File: src/rtl/core/spp_pkg.sv
// Shared types and constants for the string to unsigned parser.
// Depends on nothing; every other file of the block imports it.
`timescale 1ns / 1ps

package spp_pkg;

   localparam int OffsetBits  = 16;
   localparam int OffsetWidth = 16;
   localparam int ValueWidth  = 64;
   localparam int CharWidth   = 8;
   localparam int BaseWidth   = 6;

   localparam logic [CharWidth-1:0] CharNul    = 8'h00;
   localparam logic [CharWidth-1:0] CharSpace  = 8'h20;
   localparam logic [CharWidth-1:0] CharZero   = 8'h30;
   localparam logic [CharWidth-1:0] CharNine   = 8'h39;
   localparam logic [CharWidth-1:0] CharUpperA = 8'h41;
   localparam logic [CharWidth-1:0] CharLowerA = 8'h61;
   localparam logic [CharWidth-1:0] CharUpperX = 8'h58;
   localparam logic [CharWidth-1:0] CharLowerX = 8'h78;
   localparam logic [CharWidth-1:0] CaseShift  = 8'h20;
   localparam logic [CharWidth-1:0] LetterBase = 8'd10;

   localparam logic [BaseWidth-1:0] BaseDetect = 6'd0;
   localparam logic [BaseWidth-1:0] RadixOct   = 6'd8;
   localparam logic [BaseWidth-1:0] RadixDec   = 6'd10;
   localparam logic [BaseWidth-1:0] RadixHex   = 6'd16;

   typedef enum logic [1:0] {
      PH_SKIP,
      PH_PREFIX,
      PH_DIGITS,
      PH_IGNORE
   } phase_type;

   typedef struct packed {
      logic                 ok;
      logic [CharWidth-1:0] value;
   } digit_type;

   typedef struct packed {
      logic [ValueWidth-1:0]  value;
      logic [OffsetWidth-1:0] offset;
   } result_type;

endpackage

File: src/rtl/core/spp_digit_decode.sv
// Digit decoder: maps one character to its digit value and checks it against the radix.
// Depends on spp_pkg.
`timescale 1ns / 1ps

module spp_digit_decode (
   input  logic [spp_pkg::CharWidth-1:0] char_code,
   input  logic [spp_pkg::BaseWidth-1:0] radix,
   output spp_pkg::digit_type            digit
);
   import spp_pkg::*;

   logic [CharWidth-1:0] upper;
   logic [CharWidth-1:0] value;
   logic                 is_digit;

   always_comb begin
      upper    = char_code;
      value    = '0;
      is_digit = 1'b0;
      if (char_code >= CharLowerA) begin
         upper = char_code - CaseShift;
      end
      if (upper >= CharUpperA) begin
         value    = upper - CharUpperA + LetterBase;
         is_digit = 1'b1;
      end else if (upper >= CharZero && upper <= CharNine) begin
         value    = upper - CharZero;
         is_digit = 1'b1;
      end
      digit.value = value;
      digit.ok    = is_digit && (value < {{(CharWidth-BaseWidth){1'b0}}, radix});
   end

endmodule

File: src/rtl/core/spp_parse_core.sv
// Parse state machine and multiply-add accumulator, one character per step.
// Depends on spp_pkg and spp_digit_decode.
`timescale 1ns / 1ps

module spp_parse_core (
   input  logic                          clock,
   input  logic                          reset,
   input  logic                          step,
   input  logic [spp_pkg::CharWidth-1:0] char_code,
   input  logic [spp_pkg::BaseWidth-1:0] number_base,
   output spp_pkg::result_type           result
);
   import spp_pkg::*;

   phase_type                        phase_ff, phase_in;
   logic [ValueWidth-1:0]            acc_ff, acc_in;
   logic [BaseWidth-1:0]             radix_ff, radix_in;
   logic [OffsetBits-1:0]            pos_ff, pos_in;
   logic [OffsetBits-1:0]            stop_ff, stop_in;

   logic [BaseWidth-1:0]             radix_sel;
   digit_type                        digit;
   logic [ValueWidth+BaseWidth-1:0]  prod;
   logic [ValueWidth-1:0]            acc_next;
   logic                             is_nul;
   logic                             is_blank;

   assign is_nul   = (char_code == CharNul);
   assign is_blank = (char_code <= CharSpace);

   always_comb begin
      radix_sel = radix_ff;
      if (phase_ff == PH_SKIP) begin
         if (number_base == BaseDetect) begin
            radix_sel = (char_code == CharZero) ? RadixOct : RadixDec;
         end else if (number_base == RadixHex && char_code == CharZero) begin
            radix_sel = RadixHex;
         end else begin
            radix_sel = number_base;
         end
      end
   end

   spp_digit_decode u_digit (
      .char_code (char_code),
      .radix     (radix_sel),
      .digit     (digit)
   );

   assign prod     = {{BaseWidth{1'b0}}, acc_ff} * {{ValueWidth{1'b0}}, radix_sel};
   assign acc_next = prod[ValueWidth-1:0] + {{(ValueWidth-CharWidth){1'b0}}, digit.value};

   always_comb begin
      phase_in = phase_ff;
      acc_in   = acc_ff;
      radix_in = radix_ff;
      pos_in   = pos_ff;
      stop_in  = stop_ff;
      if (step) begin
         if (is_nul) begin
            phase_in = PH_SKIP;
            acc_in   = '0;
            radix_in = '0;
            pos_in   = '0;
            stop_in  = '0;
         end else begin
            if (pos_ff != {OffsetBits{1'b1}}) begin
               pos_in = pos_ff + OffsetBits'(1);
            end
            case (phase_ff)
               PH_SKIP: begin
                  if (!is_blank) begin
                     radix_in = radix_sel;
                     if ((number_base == BaseDetect || number_base == RadixHex)
                         && char_code == CharZero) begin
                        phase_in = PH_PREFIX;
                     end else if (digit.ok) begin
                        acc_in   = acc_next;
                        phase_in = PH_DIGITS;
                     end else begin
                        stop_in  = pos_ff;
                        phase_in = PH_IGNORE;
                     end
                  end
               end
               PH_PREFIX: begin
                  if (char_code == CharLowerX || char_code == CharUpperX) begin
                     radix_in = RadixHex;
                     acc_in   = '0;
                     phase_in = PH_DIGITS;
                  end else if (digit.ok) begin
                     acc_in   = acc_next;
                     phase_in = PH_DIGITS;
                  end else begin
                     stop_in  = pos_ff;
                     phase_in = PH_IGNORE;
                  end
               end
               PH_DIGITS: begin
                  if (digit.ok) begin
                     acc_in = acc_next;
                  end else begin
                     stop_in  = pos_ff;
                     phase_in = PH_IGNORE;
                  end
               end
               default: begin
                  phase_in = phase_ff;
               end
            endcase
         end
      end
   end

   always_ff @(posedge clock) begin
      if (reset) begin
         phase_ff <= PH_SKIP;
         acc_ff   <= '0;
         radix_ff <= '0;
         pos_ff   <= '0;
         stop_ff  <= '0;
      end else begin
         phase_ff <= phase_in;
         acc_ff   <= acc_in;
         radix_ff <= radix_in;
         pos_ff   <= pos_in;
         stop_ff  <= stop_in;
      end
   end

   always_comb begin
      result.value  = (phase_ff == PH_SKIP) ? '0 : acc_ff;
      result.offset = OffsetWidth'((phase_ff == PH_IGNORE) ? stop_ff : pos_ff);
   end

endmodule

File: src/rtl/core/string_to_unsigned_parser.sv
// Top level of the string to unsigned parser: input register, parse core, result register.
// Depends on spp_pkg and spp_parse_core.
//
//   port group   direction   beat carries
//   req_*        in          one string byte (req_char_code)
//   rsp_*        out         parsed_value and end_offset, one beat per NUL byte
//   csr_*        in          number_base, always ready
//
// One byte per cycle while no NUL byte waits on a stalled result; a NUL beat
// is loaded into the result register at the edge where it leaves the input register.
// The multiply-add in the parse core is combinational and feeds its
// accumulator register. Reset clears all parse state and number_base.
// A stalled result holds back a NUL byte and the bytes behind it; other
// bytes keep flowing while rsp_ready is low until a NUL byte is waiting.
`timescale 1ns / 1ps

module string_to_unsigned_parser (
   input  logic                            clock,
   input  logic                            reset,
   input  logic                            req_valid,
   output logic                            req_ready,
   input  logic [spp_pkg::CharWidth-1:0]   req_char_code,
   output logic                            rsp_valid,
   input  logic                            rsp_ready,
   output logic [spp_pkg::ValueWidth-1:0]  rsp_parsed_value,
   output logic [spp_pkg::OffsetWidth-1:0] rsp_end_offset,
   input  logic                            csr_valid,
   output logic                            csr_ready,
   input  logic [spp_pkg::BaseWidth-1:0]   csr_number_base
);
   import spp_pkg::*;

   logic                   in_valid_ff, in_valid_in;
   logic [CharWidth-1:0]   in_char_ff, in_char_in;
   logic                   rsp_valid_ff, rsp_valid_in;
   result_type             rsp_data_ff, rsp_data_in;
   logic [BaseWidth-1:0]   base_ff, base_in;

   result_type             result;
   logic                   is_nul;
   logic                   out_free;
   logic                   advance;

   assign is_nul   = (in_char_ff == CharNul);
   assign out_free = !rsp_valid_ff || rsp_ready;
   assign advance  = in_valid_ff && (!is_nul || out_free);

   assign req_ready = !in_valid_ff || advance;
   assign csr_ready = 1'b1;

   spp_parse_core u_core (
      .clock       (clock),
      .reset       (reset),
      .step        (advance),
      .char_code   (in_char_ff),
      .number_base (base_ff),
      .result      (result)
   );

   always_comb begin
      in_valid_in  = req_ready ? req_valid : in_valid_ff;
      in_char_in   = (req_valid && req_ready) ? req_char_code : in_char_ff;
      rsp_valid_in = rsp_valid_ff && !rsp_ready;
      rsp_data_in  = rsp_data_ff;
      if (advance && is_nul) begin
         rsp_valid_in = 1'b1;
         rsp_data_in  = result;
      end
      base_in = csr_valid ? csr_number_base : base_ff;
   end

   always_ff @(posedge clock) begin
      if (reset) begin
         in_valid_ff  <= 1'b0;
         rsp_valid_ff <= 1'b0;
         base_ff      <= '0;
      end else begin
         in_valid_ff  <= in_valid_in;
         rsp_valid_ff <= rsp_valid_in;
         base_ff      <= base_in;
      end
   end

   always_ff @(posedge clock) begin
      in_char_ff  <= in_char_in;
      rsp_data_ff <= rsp_data_in;
   end

   assign rsp_valid        = rsp_valid_ff;
   assign rsp_parsed_value = rsp_data_ff.value;
   assign rsp_end_offset   = rsp_data_ff.offset;

endmodule

File: config.mk
export PLATFORM = sky130hd
export DESIGN_NAME = string_to_unsigned_parser
export DESIGN_NICKNAME = d
export VERILOG_FILES = /design/src/rtl/core/spp_pkg.sv /design/src/rtl/core/spp_digit_decode.sv /design/src/rtl/core/spp_parse_core.sv /design/src/rtl/core/string_to_unsigned_parser.sv
export SDC_FILE = /design/constraint.sdc
export NUM_CORES = 1
export LEC_CHECK = 0
export ABC_AREA = 1
export BUFFER_PORTS_ARGS = -buffer_cell sky130_fd_sc_hd__buf_2
export CORE_AREA = 5 5 182 184
export CTS_CLUSTER_SIZE = 10
export DETAILED_ROUTE_END_ITERATION = 6
export DIE_AREA = 0 0 187 189
export PLACE_DENSITY = 0.88
export SYNTH_ARGS = -nofsm -noshare
export SYNTH_HDL_FRONTEND = slang
export SYNTH_SLANG_ARGS = --single-unit
File: constraint.sdc
create_clock -name clock -period 16.9 [get_ports clock]
set_input_delay 0.845 -clock clock [delete_from_list [all_inputs] [get_ports clock]]
set_output_delay 0.845 -clock clock [all_outputs]
set_load 0.005 [all_outputs]
==> impl_metrics.tcl, run 1 <==
set metrics [dict create \
    grt_pass1_wl_um 108600 \
    finClkSkew_ps 18.15 \
    cts.htree.levels 4 \
    synth_edf_count 88 \
    synth_fp_nets 3202 \
    status "complete, no violations" \
    grt_util_all_layers 0.3852 \
    wl_met1_um 26110 \
    drv_cap 0 \
    post-place-ws_ps 8093 \
    synth_flop_cell "dfxtp_1" \
    r2r_end "u_core.acc_ff[34]" \
    fin_cells 3241 \
    wl_per_cell_um 20.96 \
    fp.dieH_um 189 \
    dp_cells 3209 \
    powerDensity_mw_per_mm2 76.03 \
    setup_violations 0 \
    async_reset_ff_frac 0 \
    place_congestion 1.067 \
    clkSlewWorstSetupHoldPaths_ps 90 \
    die-area_mm2 0.03534 \
    synth_seq_area_share 0.2289 \
    ctsResizeCount 0 \
    nets 3230 \
    vias 20380 \
    core.rowCount 65 \
    wl_met2_um 31330 \
    dr.pass1.iters 6 \
    synthToLayoutAreaGrowth_pct 5.571 \
    drc 0 \
    p_leak_nw 10.55 \
    grt_pass1_vias 20350 \
    slew_viol_final 0 \
    mostFrequentLayoutCells "nor2_1 (535), nand2_1 (515), inv_1 (327)" \
    avgSynthCellArea_um2 7.626 \
    netlist_instances 2798 \
    worst_path_most_repeated_cell "nand2_1" \
    hp-class "reg -> reg" \
    root_buffer "clkbuf_16" \
    reg2reg_setup_slack_ps 7890 \
    fin_setup_tns_ps 0 \
    worst-path-buf-inv 9 \
    io_pins 102 \
    cts.sinks 200 \
    crit_end "u_core.acc_ff[34]" \
    post_cts_buffers 0 \
    startpoint "u_core.phase_ff[0]" \
    hold_violations 0 \
    core_area_mm2 0.03123 \
    mostFrequentLayoutCell "nor2_1" \
    worstSetupPathType "reg -> reg" \
    fin_ws_ps 7893 \
    wl_um 67940 \
    cp.required_ps 17210 \
    reg2reg_depth 33 \
    netlist_area_mm2 0.02134 \
    start_util 0.6832 \
    fin_crit_sh 0.5330 \
    antenna_cells 0 \
    portBuffers 100 \
    yosys-top-cells-area "fa_1 (23%), edfxtp_1 (12%), dfxtp_1 (11%)" \
    fin_crit_ps 9007 \
    route.met3.wl_um 7840 \
    highest_layer "met4" \
    yosysTopAreaCell "fa_1" \
    antenna_left 0 \
    clk_latency_ps 480 \
    drive_gt1_frac 0.06446 \
    critPathArrivalTime_ps 9310 \
    slowest_stage "inv_1" \
    cts_tree "built" \
    ir_drop_uv 88.79 \
    antenna_found_initial 0 \
    crit_path_max_incr_delay_ps 930 \
    clockBufferDepth 2 \
    timing.rr.start "u_core.phase_ff[0]" \
    grt_overflow 0 \
    synth_top_area_share 0.2271 \
    crit_cells 33 \
    die_w_um 187 \
    grt_max_degree 89 \
    vias_per_cell 6.287 \
    crit_family "adder cells" \
    endpoint_kind "flop" \
    cts_buffers 17 \
    max_freq_mhz 111.0 \
    drt_iter0_drc 2362 \
    cp-start-kind "flop" \
    worstMarginPinSlew_ps 1294 \
    synth_seq_cells 200 \
    rsz0062_at_grt "no" \
    worst-path-max-fanout 40 \
    relSlewSlack 0.1376 \
    synth_cell_types 49 \
    hold_buffers 0 \
    hpwl_um 49940 \
    synth_warnings 0 \
]
[Yosys cell counts, types with 10 or more instances]
library cell / instances
a21o_1: 10
a21oi_1: 212
buf_1: 11
buf_2: 17
buf_4: 10
clkbuf_1: 57
dfxtp_1: 112
edfxtp_1: 88
fa_1: 242
ha_1: 143
inv_1: 328
nand2_1: 517
nand3_1: 195
nand3b_1: 19
nand4_1: 25
nor2_1: 535
nor3_1: 35
o21ai_0: 101
o21bai_1: 11
xnor2_1: 32
xor2_1: 14
[per-stage QoR]
stage | utilization | hold WS [ps] | instance area [um2] | total power [mW]
2_1_floorplan | - | 429.4 | 21340 | 1.077
3_3_place_gp | 0.7033 | 447.6 | 21960 | 1.250
3_5_place_dp | 0.7033 | 455.7 | 21960 | 1.279
4_1_cts | 0.7213 | 468.7 | 22530 | 1.687
5_1_grt | 0.7213 | 482.5 | 22530 | 1.798
6_report | 0.7213 | 468.7 | 22530 | 1.713
[area by class of cell]
cell class / count / area [um2]
clock buffer: 17 / 425.4
fill: 2457 / 8705
clock inverter: 15 / 136.4
timing repair buffer: 111 / 583.1
sequential: 200 / 4885
inverter: 337 / 1266
tap: 402 / 503.0
multi-input combinational: 2159 / 14730
[logic make-up after synthesis]
logic type               after synthesis  share of synthesized area
buffers and inverters                439                    0.08245
AND/OR/NAND/NOR                     1363                     0.2664
XOR/XNOR                              47                    0.01965
other                                  1                  0.0001758
adder cells (fa/ha/maj)              385                     0.3109
flip-flops                           200                     0.2289
AO/OA/AOI/OAI                        363                    0.09148
[flip-flops by register name, indices dropped and copies added (netlist names)]
name and flops:
u_core.acc_ff 64, u_core.pos_ff 16, rsp_valid 1, rsp_parsed_value 64, rsp_end_offset 16, u_core.stop_ff 16
u_core.phase_ff 2, u_core.radix_ff 6, in_char_ff 8, base_ff 6, in_valid_ff 1
[metal layers]
metal,track usage,vias to the layer above
met5,0,-
met4,0.1473,0
met3,0.08223,233
met2,0.6251,1444
met1,0.5135,9695
li1,-,9005
[how the worst min path moves through the flow]
stage	from	to	cells past startpoint
CTS	u_core.acc_ff[9]	u_core.acc_ff[9]	2
detailed placement	u_core.acc_ff[38]	u_core.acc_ff[38]	2
global route	u_core.acc_ff[28]	u_core.acc_ff[28]	2
global placement	u_core.radix_ff[2]	u_core.radix_ff[2]	2
floorplan	u_core.radix_ff[4]	u_core.radix_ff[4]	2
finish	u_core.acc_ff[9]	u_core.acc_ff[9]	2
[where the power goes]
group          switching [mW]  internal [mW]
clock                   0.218          0.195
sequential             0.0213          0.526
combinational           0.531          0.222
[worst min-delay path: cells and delay by family, from the launching register on]
family / cells / cell delay, ps
flip-flops: 1 / 310
AND/OR/NAND/NOR: 1 / 60
AO/OA/AOI/OAI: 1 / 50
(Power assumes the default switching activity.)
==> run 2, diff against run 1 <==
--- a/config.mk
+++ b/config.mk
@@ -7,11 +7,11 @@
 export LEC_CHECK = 0
 export ABC_AREA = 1
 export BUFFER_PORTS_ARGS = -buffer_cell sky130_fd_sc_hd__buf_2
-export CORE_AREA = 5 5 182 184
+export CORE_AREA = 5 5 189 191
 export CTS_CLUSTER_SIZE = 10
 export DETAILED_ROUTE_END_ITERATION = 6
-export DIE_AREA = 0 0 187 189
-export PLACE_DENSITY = 0.88
+export DIE_AREA = 0 0 194 196
+export PLACE_DENSITY = 0.82
 export SYNTH_ARGS = -nofsm -noshare
 export SYNTH_HDL_FRONTEND = slang
 export SYNTH_SLANG_ARGS = --single-unit
==> constraint.sdc (replaced) <==
create_clock -name clock -period 9.4 [get_ports clock]
set_input_delay 0.47 -clock clock [delete_from_list [all_inputs] [get_ports clock]]
set_output_delay 0.47 -clock clock [all_outputs]
set_load 0.005 [all_outputs]
==> impl_metrics.tcl, run 2 (synthesized netlist as in run 1, its figures left out) <==
set metrics [dict create \
    crit_family "simple AND/OR/NAND/NOR gates" \
    hold_buffers 0 \
    cts.htree.levels 4 \
    slew_viol_final 0 \
    clkSlewWorstSetupHoldPaths_ps 90 \
    drive_gt1_frac 0.06547 \
    drt_iter0_drc 2163 \
    synthToLayoutAreaGrowth_pct 6.104 \
    worst_path_most_repeated_cell "nand2_1" \
    worst-path-buf-inv 8 \
    antenna_found_initial 0 \
    critPathArrivalTime_ps 8100 \
    cp-start-kind "flop" \
    cts.sinks 200 \
    worstHoldPathCells 1 \
    fillers 2893 \
    grt_util_all_layers 0.3561 \
    start_util 0.6285 \
    clockBufferDepth 2 \
    worstSetupPathType "reg -> reg" \
    worstMarginPinSlew_ps 1179 \
    place_congestion 1.052 \
    hold_violations 0 \
    regArea_mm2 0.004885 \
    relSlewSlack 0.2142 \
    portBuffers 100 \
    ctsResizeCount 0 \
    crit_path_max_incr_delay_ps 750 \
    p_leak_nw 10.57 \
    grt_pass1_vias 20590 \
    cp.required_ps 9740 \
    antenna_left 0 \
    setup_violations 0 \
    fin_setup_tns_ps 0 \
    max_freq_mhz 128.9 \
    vias 20100 \
    io_pins 102 \
    die_w_um 194 \
    reg2reg_depth 32 \
    fp.dieH_um 196 \
    powerDensity_mw_per_mm2 137.5 \
    drc 0 \
    drv_cap 0 \
    grt_overflow 0 \
    status "complete, no violations" \
    hp-class "in -> reg" \
    core_area_mm2 0.03395 \
    finClkSkew_ps 19.70 \
    core.rowCount 68 \
    wl_um 68160 \
    multi_input_area_mm2 0.01472 \
    ir_drop_uv 139.6 \
    dr.pass1.iters 6 \
    nets 3232 \
    endpoint_kind "flop" \
    clk_latency_ps 480 \
    fin_crit_ps 7757 \
    root_buffer "clkbuf_16" \
    hpwl_um 51520 \
    grt_max_degree 82 \
    cts_buffers 17 \
    fin_crit_sh 0.8252 \
    mostFrequentLayoutCells "nor2_1 (535), nand2_1 (515), inv_1 (327)" \
    cts_tree "built" \
    slowest_stage "o21ai_0" \
    post_cts_buffers 0 \
    mostFrequentLayoutCell "nor2_1" \
    vias_per_cell 6.095 \
    grt_pass1_wl_um 108200 \
    worst-path-max-fanout 74 \
    crit_cells 32 \
    p_total_mw 3.112 \
    rsz0062_at_grt "no" \
    wl_per_cell_um 20.67 \
    die-area_mm2 0.03802 \
]
==> run 2: where the power goes <==
part	leakage, nW	internal [mW]	switching, mW
clock network	0.292	0.363	0.416
logic	8.41	0.399	0.951
registers	1.86	0.945	0.0377
==> run 2: area by class of cell <==
class	instances	area share
timing repair buffer	113	0.02642
sequential	200	0.2158
tap	455	0.02515
clock inverter	14	0.007406
clock buffer	18	0.01896
antenna	1	0.0001105
multi-input combinational	2159	0.6503
inverter	337	0.05593
==> run 2: final timing paths <==
path | slack, ps | start | endpoint
worst max-delay path | 1640 | u_core.phase_ff[0] | u_core.acc_ff[58]
worst min-delay path | 170 | req_char_code[0] | in_char_ff[0]
worst max register to register | 1640 | u_core.phase_ff[0] | u_core.acc_ff[58]
worst min register to register | 470 | u_core.acc_ff[17] | u_core.acc_ff[17]
==> run 2: layer usage <==
layer | wire length (um) | part of all wire | track usage | up-vias
met1 | 26580 | 0.39 | 0.4616 | 9669
met5 | 0 | 0 | 0 | -
met2 | 31650 | 0.46 | 0.5799 | 1203
met4 | 2599 | 0.038 | 0.1466 | 0
met3 | 7330 | 0.11 | 0.08501 | 211
li1 | - | - | - | 9013
==> run 2: stage by stage <==
stage	cell area [um2]	std cells	util	setup WS, ps	hold WS, ps
global placement	22040	3264	0.6492	2043	444.0
finish	22640	3297	0.6669	1643	173.5
global route	22640	3296	0.6668	1271	164.0
floorplan	21340	2798	-	3674	429.4
CTS	22640	3296	0.6668	1839	154.7
detailed placement	22040	3264	0.6492	1864	455.1
==> run 2: worst reg2reg max path: cells and delay by family (launching register included) <==
kind | cells | cell delay [ps]
buffers and inverters | 8 | 2100
flip-flops | 1 | 350
AO/OA/AOI/OAI | 2 | 830
adder cells (fa/ha/maj) | 6 | 2120
AND/OR/NAND/NOR | 16 | 2220
